### src/smq_pkg.sv
// Package with the widths, codes and types of the searchable message queue.
package smq_pkg;

  localparam int DEPTH        = 16;
  localparam int PAYLOAD_BITS = 64;
  localparam int ID_BITS      = 16;
  localparam int PRI_BITS     = 8;
  localparam int IDX_W        = $clog2(DEPTH);
  localparam int CNT_W        = $clog2(DEPTH + 1);

  typedef logic [PRI_BITS-1:0]     pri_t;
  typedef logic [ID_BITS-1:0]      id_t;
  typedef logic [PAYLOAD_BITS-1:0] pay_t;
  typedef logic [IDX_W-1:0]        idx_t;
  typedef logic [CNT_W-1:0]        cnt_t;

  typedef enum logic {
    CMD_PUSH    = 1'b0,
    CMD_EXTRACT = 1'b1
  } cmd_e;

  typedef enum logic [1:0] {
    MODE_OLDEST   = 2'd0,
    MODE_EXACT    = 2'd1,
    MODE_AT_LEAST = 2'd2,
    MODE_NONE     = 2'd3
  } mode_e;

  typedef enum logic [2:0] {
    ST_PUSHED    = 3'd0,
    ST_FULL      = 3'd1,
    ST_EXTRACTED = 3'd2,
    ST_EMPTY     = 3'd3,
    ST_NOMATCH   = 3'd4
  } status_e;

  // Commands from the controller to the datapath.
  typedef struct packed {
    logic capture;  // latch the request and register the compare results
    logic commit;   // update the queue and load the result register
  } ctrl_t;

endpackage

### src/smq_if.sv
// Request and result channel interfaces of the searchable message queue.
interface smq_in_if;
  logic                 valid;
  logic                 ready;
  smq_pkg::cmd_e        cmd;
  smq_pkg::pri_t        new_priority;
  smq_pkg::pay_t        new_payload;
  smq_pkg::mode_e       extract_mode;
  smq_pkg::pri_t        target_priority;

  modport source (output valid, cmd, new_priority, new_payload, extract_mode,
                  target_priority, input ready);
  modport sink   (input valid, cmd, new_priority, new_payload, extract_mode,
                  target_priority, output ready);
endinterface

interface smq_out_if;
  logic                 valid;
  logic                 ready;
  smq_pkg::status_e     status;
  smq_pkg::pri_t        out_priority;
  smq_pkg::id_t         out_id;
  smq_pkg::pay_t        out_payload;

  modport source (output valid, status, out_priority, out_id, out_payload,
                  input ready);
  modport sink   (input valid, status, out_priority, out_id, out_payload,
                  output ready);
endinterface

### src/smq_datapath.sv
// Datapath of the message queue: entry registers, compare row and result register.
module smq_datapath (
  input  logic               clk_i,
  input  logic               rst_ni,
  input  smq_pkg::ctrl_t     ctrl_i,
  input  smq_pkg::cmd_e      cmd_i,
  input  smq_pkg::pri_t      new_priority_i,
  input  smq_pkg::pay_t      new_payload_i,
  input  smq_pkg::mode_e     extract_mode_i,
  input  smq_pkg::pri_t      target_priority_i,
  output smq_pkg::status_e   status_o,
  output smq_pkg::pri_t      out_priority_o,
  output smq_pkg::id_t       out_id_o,
  output smq_pkg::pay_t      out_payload_o
);

  smq_pkg::pri_t pri_q [smq_pkg::DEPTH];
  smq_pkg::id_t  id_q  [smq_pkg::DEPTH];
  smq_pkg::pay_t pay_q [smq_pkg::DEPTH];

  smq_pkg::cnt_t count_q, count_d;
  smq_pkg::id_t  seq_q, seq_d;

  smq_pkg::cmd_e cmd_q;
  smq_pkg::pri_t npri_q;
  smq_pkg::pay_t npay_q;
  logic [smq_pkg::DEPTH-1:0] hit_q, hit_d;

  smq_pkg::status_e status_q, status_d;
  smq_pkg::pri_t    opri_q, opri_d;
  smq_pkg::id_t     oid_q, oid_d;
  smq_pkg::pay_t    opay_q, opay_d;

  smq_pkg::idx_t pos;
  logic          found;
  logic          full;
  logic          empty;
  logic          do_push;
  logic          do_pop;

  // Compare every live entry against the request while it is accepted.
  always_comb begin
    for (int i = 0; i < smq_pkg::DEPTH; i++) begin
      logic live;
      live = smq_pkg::cnt_t'(i) < count_q;
      case (extract_mode_i)
        smq_pkg::MODE_OLDEST:   hit_d[i] = live && (i == 0);
        smq_pkg::MODE_EXACT:    hit_d[i] = live && (pri_q[i] == target_priority_i);
        smq_pkg::MODE_AT_LEAST: hit_d[i] = live && (pri_q[i] >= target_priority_i);
        default:                hit_d[i] = 1'b0;
      endcase
    end
  end

  // The lowest hit is the oldest matching entry.
  always_comb begin
    found = |hit_q;
    pos   = '0;
    for (int i = smq_pkg::DEPTH - 1; i >= 0; i--) begin
      if (hit_q[i]) pos = smq_pkg::idx_t'(i);
    end
  end

  assign full    = (count_q == smq_pkg::cnt_t'(smq_pkg::DEPTH));
  assign empty   = (count_q == '0);
  assign do_push = ctrl_i.commit && (cmd_q == smq_pkg::CMD_PUSH) && !full;
  assign do_pop  = ctrl_i.commit && (cmd_q == smq_pkg::CMD_EXTRACT) && !empty && found;

  always_comb begin
    count_d  = count_q;
    seq_d    = seq_q;
    status_d = status_q;
    opri_d   = opri_q;
    oid_d    = oid_q;
    opay_d   = opay_q;
    if (ctrl_i.commit) begin
      opri_d = '0;
      oid_d  = '0;
      opay_d = '0;
      if (cmd_q == smq_pkg::CMD_PUSH) begin
        if (full) begin
          status_d = smq_pkg::ST_FULL;
        end else begin
          status_d = smq_pkg::ST_PUSHED;
          count_d  = count_q + smq_pkg::cnt_t'(1);
          seq_d    = seq_q + smq_pkg::id_t'(1);
        end
      end else if (empty) begin
        status_d = smq_pkg::ST_EMPTY;
      end else if (!found) begin
        status_d = smq_pkg::ST_NOMATCH;
      end else begin
        status_d = smq_pkg::ST_EXTRACTED;
        opri_d   = pri_q[pos];
        oid_d    = id_q[pos];
        opay_d   = pay_q[pos];
        count_d  = count_q - smq_pkg::cnt_t'(1);
      end
    end
  end

  always_ff @(posedge clk_i or negedge rst_ni) begin
    if (!rst_ni) begin
      count_q <= '0;
      seq_q   <= smq_pkg::id_t'(1);
    end else begin
      count_q <= count_d;
      seq_q   <= seq_d;
    end
  end

  always_ff @(posedge clk_i) begin
    if (ctrl_i.capture) begin
      cmd_q  <= cmd_i;
      npri_q <= new_priority_i;
      npay_q <= new_payload_i;
      hit_q  <= hit_d;
    end
    status_q <= status_d;
    opri_q   <= opri_d;
    oid_q    <= oid_d;
    opay_q   <= opay_d;
    if (do_push) begin
      pri_q[count_q[smq_pkg::IDX_W-1:0]] <= npri_q;
      id_q[count_q[smq_pkg::IDX_W-1:0]]  <= seq_q;
      pay_q[count_q[smq_pkg::IDX_W-1:0]] <= npay_q;
    end
    if (do_pop) begin
      // Entries above the removed one move down by one place.
      for (int i = 0; i < smq_pkg::DEPTH - 1; i++) begin
        if (smq_pkg::idx_t'(i) >= pos) begin
          pri_q[i] <= pri_q[i+1];
          id_q[i]  <= id_q[i+1];
          pay_q[i] <= pay_q[i+1];
        end
      end
    end
  end

  assign status_o       = status_q;
  assign out_priority_o = opri_q;
  assign out_id_o       = oid_q;
  assign out_payload_o  = opay_q;

endmodule

### src/smq_controller.sv
// Controller of the message queue: sequences capture and commit of each request.
module smq_controller (
  input  logic           clk_i,
  input  logic           rst_ni,
  input  logic           in_valid_i,
  input  logic           out_ready_i,
  output logic           in_ready_o,
  output logic           out_valid_o,
  output smq_pkg::ctrl_t ctrl_o
);

  typedef enum logic {
    S_IDLE,
    S_EXEC
  } state_e;

  state_e state_q, state_d;
  logic   out_valid_q, out_valid_d;
  logic   capture;
  logic   commit;

  assign capture = in_valid_i && (state_q == S_IDLE);
  // A result may only be loaded once the previous one has been taken.
  assign commit  = (state_q == S_EXEC) && (!out_valid_q || out_ready_i);

  always_comb begin
    state_d = state_q;
    case (state_q)
      S_IDLE:  if (capture) state_d = S_EXEC;
      S_EXEC:  if (commit) state_d = S_IDLE;
      default: state_d = S_IDLE;
    endcase
    out_valid_d = commit || (out_valid_q && !out_ready_i);
  end

  always_ff @(posedge clk_i or negedge rst_ni) begin
    if (!rst_ni) begin
      state_q     <= S_IDLE;
      out_valid_q <= 1'b0;
    end else begin
      state_q     <= state_d;
      out_valid_q <= out_valid_d;
    end
  end

  assign in_ready_o     = (state_q == S_IDLE);
  assign out_valid_o    = out_valid_q;
  assign ctrl_o.capture = capture;
  assign ctrl_o.commit  = commit;

endmodule

### src/searchable_message_queue_unit.sv
// Top level of the searchable message queue: controller plus datapath.
//
// The block keeps up to sixteen messages in arrival order, each with an
// 8-bit priority, a 16-bit sequence id and a 64-bit payload. A push transfer
// appends a message and stamps it with the next id, which starts at 1 and
// wraps; a push into a full queue is rejected. An extract transfer removes
// the oldest message, the oldest one whose priority equals the target, or the
// oldest one whose priority is at least the target, and the messages behind
// it close the gap. Every request gives exactly one result transfer carrying
// a status (pushed, full, extracted, empty or no match) and, for an
// extraction, the removed message; the other fields are zero. In the cycle a
// request is accepted, all sixteen stored priorities are compared against
// the target in parallel and the hit vector is registered; then, once the
// previous result has been taken, the first hit is selected, the entry
// registers are written or shifted down by one place, and the output
// register is loaded. A new request is accepted in the cycle after that, so
// the block takes no new request before it is through with the last one. A
// result that is held back delays the commit, not the acceptance of the
// following request. There is no clearing pass after reset: only the fill
// count, the id counter and the controller state are reset.
module searchable_message_queue_unit (
  input  logic      clk_i,
  input  logic      rst_ni,
  smq_in_if.sink    in_ch,
  smq_out_if.source out_ch
);

  smq_pkg::ctrl_t ctrl;

  // Sequences each request through its capture and commit cycles.
  smq_controller u_ctrl (
    .clk_i       (clk_i),
    .rst_ni      (rst_ni),
    .in_valid_i  (in_ch.valid),
    .out_ready_i (out_ch.ready),
    .in_ready_o  (in_ch.ready),
    .out_valid_o (out_ch.valid),
    .ctrl_o      (ctrl)
  );

  // Holds the queue entries and the result register.
  smq_datapath u_dp (
    .clk_i             (clk_i),
    .rst_ni            (rst_ni),
    .ctrl_i            (ctrl),
    .cmd_i             (in_ch.cmd),
    .new_priority_i    (in_ch.new_priority),
    .new_payload_i     (in_ch.new_payload),
    .extract_mode_i    (in_ch.extract_mode),
    .target_priority_i (in_ch.target_priority),
    .status_o          (out_ch.status),
    .out_priority_o    (out_ch.out_priority),
    .out_id_o          (out_ch.out_id),
    .out_payload_o     (out_ch.out_payload)
  );

endmodule

### src/flat_wrapper.sv
// flat-port wrapper written by rule: the top's interface ports become plain ports
module searchable_message_queue_unit_flat 
  (clk_i, rst_ni, in_ch_valid, in_ch_cmd, in_ch_new_priority, in_ch_new_payload, in_ch_extract_mode, in_ch_target_priority, in_ch_ready, out_ch_valid, out_ch_status, out_ch_out_priority, out_ch_out_id, out_ch_out_payload, out_ch_ready);
  smq_in_if in_ch_i ();
  smq_out_if out_ch_i ();
  input  logic clk_i;
  input  logic rst_ni;
  input wire logic [$bits(in_ch_i.valid)-1:0] in_ch_valid;
  input wire logic [$bits(in_ch_i.cmd)-1:0] in_ch_cmd;
  input wire logic [$bits(in_ch_i.new_priority)-1:0] in_ch_new_priority;
  input wire logic [$bits(in_ch_i.new_payload)-1:0] in_ch_new_payload;
  input wire logic [$bits(in_ch_i.extract_mode)-1:0] in_ch_extract_mode;
  input wire logic [$bits(in_ch_i.target_priority)-1:0] in_ch_target_priority;
  output wire logic [$bits(in_ch_i.ready)-1:0] in_ch_ready;
  output wire logic [$bits(out_ch_i.valid)-1:0] out_ch_valid;
  output wire logic [$bits(out_ch_i.status)-1:0] out_ch_status;
  output wire logic [$bits(out_ch_i.out_priority)-1:0] out_ch_out_priority;
  output wire logic [$bits(out_ch_i.out_id)-1:0] out_ch_out_id;
  output wire logic [$bits(out_ch_i.out_payload)-1:0] out_ch_out_payload;
  input wire logic [$bits(out_ch_i.ready)-1:0] out_ch_ready;
  assign in_ch_i.valid = in_ch_valid;
  assign in_ch_i.cmd = in_ch_cmd;
  assign in_ch_i.new_priority = in_ch_new_priority;
  assign in_ch_i.new_payload = in_ch_new_payload;
  assign in_ch_i.extract_mode = in_ch_extract_mode;
  assign in_ch_i.target_priority = in_ch_target_priority;
  assign in_ch_ready = in_ch_i.ready;
  assign out_ch_valid = out_ch_i.valid;
  assign out_ch_status = out_ch_i.status;
  assign out_ch_out_priority = out_ch_i.out_priority;
  assign out_ch_out_id = out_ch_i.out_id;
  assign out_ch_out_payload = out_ch_i.out_payload;
  assign out_ch_i.ready = out_ch_ready;
  searchable_message_queue_unit u_core (.clk_i(clk_i), .rst_ni(rst_ni), .in_ch(in_ch_i), .out_ch(out_ch_i));
endmodule
### config.mk
export PLATFORM = sky130hd
export DESIGN_NAME = searchable_message_queue_unit_flat
export DESIGN_NICKNAME = d
export VERILOG_FILES = /design/src/smq_pkg.sv /design/src/smq_if.sv /design/src/smq_datapath.sv /design/src/smq_controller.sv /design/src/searchable_message_queue_unit.sv /design/src/flat_wrapper.sv
export SDC_FILE = /design/constraint.sdc
export NUM_CORES = 2
export LEC_CHECK = 0
export BUFFER_PORTS_ARGS = -buffer_cell sky130_fd_sc_hd__buf_2
export CAP_MARGIN = 20
export CORE_MARGIN = 2
export CORE_UTILIZATION = 70
export CTS_BUF_LIST = sky130_fd_sc_hd__clkbuf_4 sky130_fd_sc_hd__clkbuf_8
export DETAILED_ROUTE_END_ITERATION = 7
export GPL_ROUTABILITY_DRIVEN = 0
export PLACE_DENSITY_LB_ADDON = 0.1
export SYNTH_ARGS = -nofsm -noshare
export SYNTH_HDL_FRONTEND = slang
export SYNTH_SLANG_ARGS = --single-unit
### constraint.sdc
create_clock -name clk_i -period 26.3 [get_ports clk_i]
set_input_delay 1.315 -clock clk_i [delete_from_list [all_inputs] [get_ports clk_i]]
set_output_delay 1.315 -clock clk_i [all_outputs]
set_load 0.02 [all_outputs]
==> results.yml <==
run_status:
  status: "complete, no violations"
yosys:
  syn-num-nets: 5959
  synth_common_cells: "1588 x edfxtp_1, 1135 x mux2_2, 748 x nand2_1"
  netlist_top_cells_area: "edfxtp_1 60%, mux2_2 16%, mux2i_1 5.6%, nand2_1 3.5%, ha_1 2.2%"
  synth.distinct_cells: 59
  synthFlopType: "edfxtp_1"
  synth_edf_count: 1588
  yosysWarnings: 0
  synth_cells: 5735
  syn_avg_cell_area_um2: 13.8
  post-synth-top-count-cell: "edfxtp_1"
  syn-cell-area_um2: 79200
  ys_ff_latch: 1611
  synth_top_area_share: 0.602
  synth_top_area_cell: "edfxtp_1"
  async_flop_share: 0.0143
  yosysSeqAreaShare: 0.609
clocking:
  cts_setup_buffers: 0
  ctsResizeCount: 0
  clkSinkCount: 1611
  path_clk_slew_ns: 0.06
  cts_tree: "built"
  numCtsBuffers: 279
  cts_root_buf: "clkbuf_8"
  clk_latency_ns: 1.00
  max-clock-path-buffers: 4
  cts-hold-fix-buffers: 0
  htree_levels: 5
power:
  powerDensity_nw_per_um2: 82.2
  peakVddDrop_mv: 0.0744
  leakagePower_nw: 31.4
grt:
  grtUsageTotal: 0.406
  grt_pass1_vias: 54087
  grt_antenna_before_repair: 7
  grt_max_degree: 136
  gr-total-overflow: 0
  grt_pass1_wl_um: 346000
placed_design:
  portBuffers: 179
  placed_cell_area_um2: 81200
  dp_hpwl_um: 127000
timing:
  setup-violations-final: 0
  report.final.slew_viol_count: 0
  finalHoldViolations: 0
  period_minus_slack_ns: 5.93
  period_share: 0.226
  fmax_ghz: 0.169
  slew_headroom: 0.159
  worst_slew_pin_slew_ns: 1.26
  finalSetupTns_ns: 0
  fin_skew_ns: 0.0492
  rsz0062_at_grt: "no"
floorplan:
  rows: 123
  die_h_um: 340
  initial_utilization: 0.705
  core_um2: 112000
  die_x_um: 340
  die_area_um2: 116000
  num_io_pins: 180
critical_path:
  endpoint_kind: "register"
  crit_type: "reg -> reg"
  r2r_end: "u_core.u_dp.pay_q[13][45]"
  rrSetupSlack_ns: 20.37
  reg2reg_depth: 10
  timing.rr.start: "u_core.u_dp.count_q[1]"
  cp-start-kind: "register"
  arrival_ns: 6.52
  cp_data_required_time_ns: 26.88
  path_max_fanout: 58
drt:
  via_per_inst: 7.19
  drt_first_pass_iters: 7
  drtIter0Drc: 7700
  drc_errors: 0
  wl_per_cell_um: 31.7
  num_vias: 54035
  ant_nets: 0
  wl_um: 238000
layout:
  fillCellCount: 6915
  layout.nets: 6049
  design_area_um2: 86400
  regArea_um2: 48300
  drive_above_1_share: 0.309
  multiInputGateArea_um2: 29400
  syn_to_final_growth_pct: 8.99
job:
  maxCapViolCount: 0
min_path:
  min_path_type: "in -> async"
==> cells by family (layout without fill, tap and decap cells) <==
logic type                 Yosys count  count (layout)  synth area share
DFF                               1611            1611             0.609
muxes                             1576            1576             0.217
and+or+nand+nor                   1107            1107            0.0620
AOI/OAI and AO/OA                  799             799            0.0632
buffers and inverters              484             763            0.0248
adders and majority gates          137             137            0.0216
xor gates and xnor gates            21              21           0.00232
other                                0               4                 0
==> sequential cells by signal, indices dropped and copies added, names as in the netlist <==
signal / count
u_core.u_dp.pay_q: 1024
u_core.u_dp.id_q: 256
u_core.u_dp.pri_q: 128
u_core.u_dp.npay_q: 64
u_core.u_dp.out_payload_o: 64
u_core.u_dp.hit_q: 16
u_core.u_dp.out_id_o: 16
u_core.u_dp.seq_q: 16
u_core.u_dp.npri_q: 8
u_core.u_dp.out_priority_o: 8
u_core.u_dp.count_q: 5
u_core.u_dp.status_o: 3
u_core.u_ctrl.out_valid_o: 1
u_core.u_ctrl.state_q: 1
u_core.u_dp.cmd_q: 1
==> critical path, stage by stage, from the launching register on <==
cell	delay [ns]
dfrtp_1	0.53
inv_1	0.16
ha_1	0.31
or4b_1	0.23
and2_1	0.47
and2_1	0.64
nand2_1	0.35
nor2_4	0.17
buf_4	0.94
a21o_4	0.87
buf_4	0.77
==> how the worst max path moves through the flow <==
stage                                 to  cells after the start  slack (ns)                   start
2_1_floorplan     u_core.u_dp.id_q[0][0]                      5       14.47            out_ch_ready
3_3_place_gp     u_core.u_dp.pay_q[0][7]                     10       20.37            out_ch_ready
3_5_place_dp    u_core.u_dp.pay_q[0][13]                     10       20.27            out_ch_ready
4_1_cts        u_core.u_dp.pay_q[13][45]                     10       20.52  u_core.u_dp.count_q[1]
5_1_grt        u_core.u_dp.pay_q[13][45]                     10       20.29  u_core.u_dp.count_q[1]
6_report       u_core.u_dp.pay_q[13][45]                     10       20.37  u_core.u_dp.count_q[1]
==> power breakdown <==
| part | leakage (nW) | internal [mW] | switching (mW) | total [mW] |
|---|---|---|---|---|
| registers | 15.0 | 3.28 | 0.224 | 3.50 |
| clock network | 2.74 | 1.18 | 1.03 | 2.21 |
| logic | 13.7 | 0.512 | 0.878 | 1.39 |
==> metrics by stage <==
step	hold slack (ns)	worst slack [ns]	util	power [mW]	std cells
floorplan	0.423	14.47	-	4.38	5735
global placement	0.516	20.37	0.723	4.83	7044
detailed placement	0.528	20.27	0.723	4.88	7044
CTS	0.317	20.52	0.769	7.05	7514
global route	0.373	20.29	0.769	7.28	7515
finish	0.377	20.37	0.769	7.10	7518
==> placed cells by master, fill, tap and decap left out, drive strengths merged, types with 38 or more instances in the layout <==
cell type,Yosys,layout
ha,137,137
a21oi,146,146
o22ai,177,177
nand2,749,749
mux2i,441,441
o21ai,190,190
nor2,57,57
inv,32,38
mux2,1135,1135
nand3,97,97
edfxtp,1588,1588
clkinv,2,79
clkbuf,315,380
a22oi,87,87
buf,135,259
a21o,123,123
o2111ai,45,45
nand4,38,38
or4,87,87
==> layer usage <==
metal  vias up  part of all wire  global-route usage
li1      22185                 -                   -
met1     26877              0.36               0.537
met2      4125              0.46               0.635
met3       840              0.13               0.101
met4         8             0.051               0.195
met5         -           0.00020                   0
==> area by class of cell <==
type,count,share of cell area
inverters,34,0.00151
well taps,1500,0.0217
multi-input cells,3640,0.340
repair buffers,259,0.0178
clock buffers,380,0.0537
diodes,4,0.000116
clock inverters,90,0.00591
flip-flops and latches,1611,0.559
Note: power is estimated with default switching activity, not from simulation.
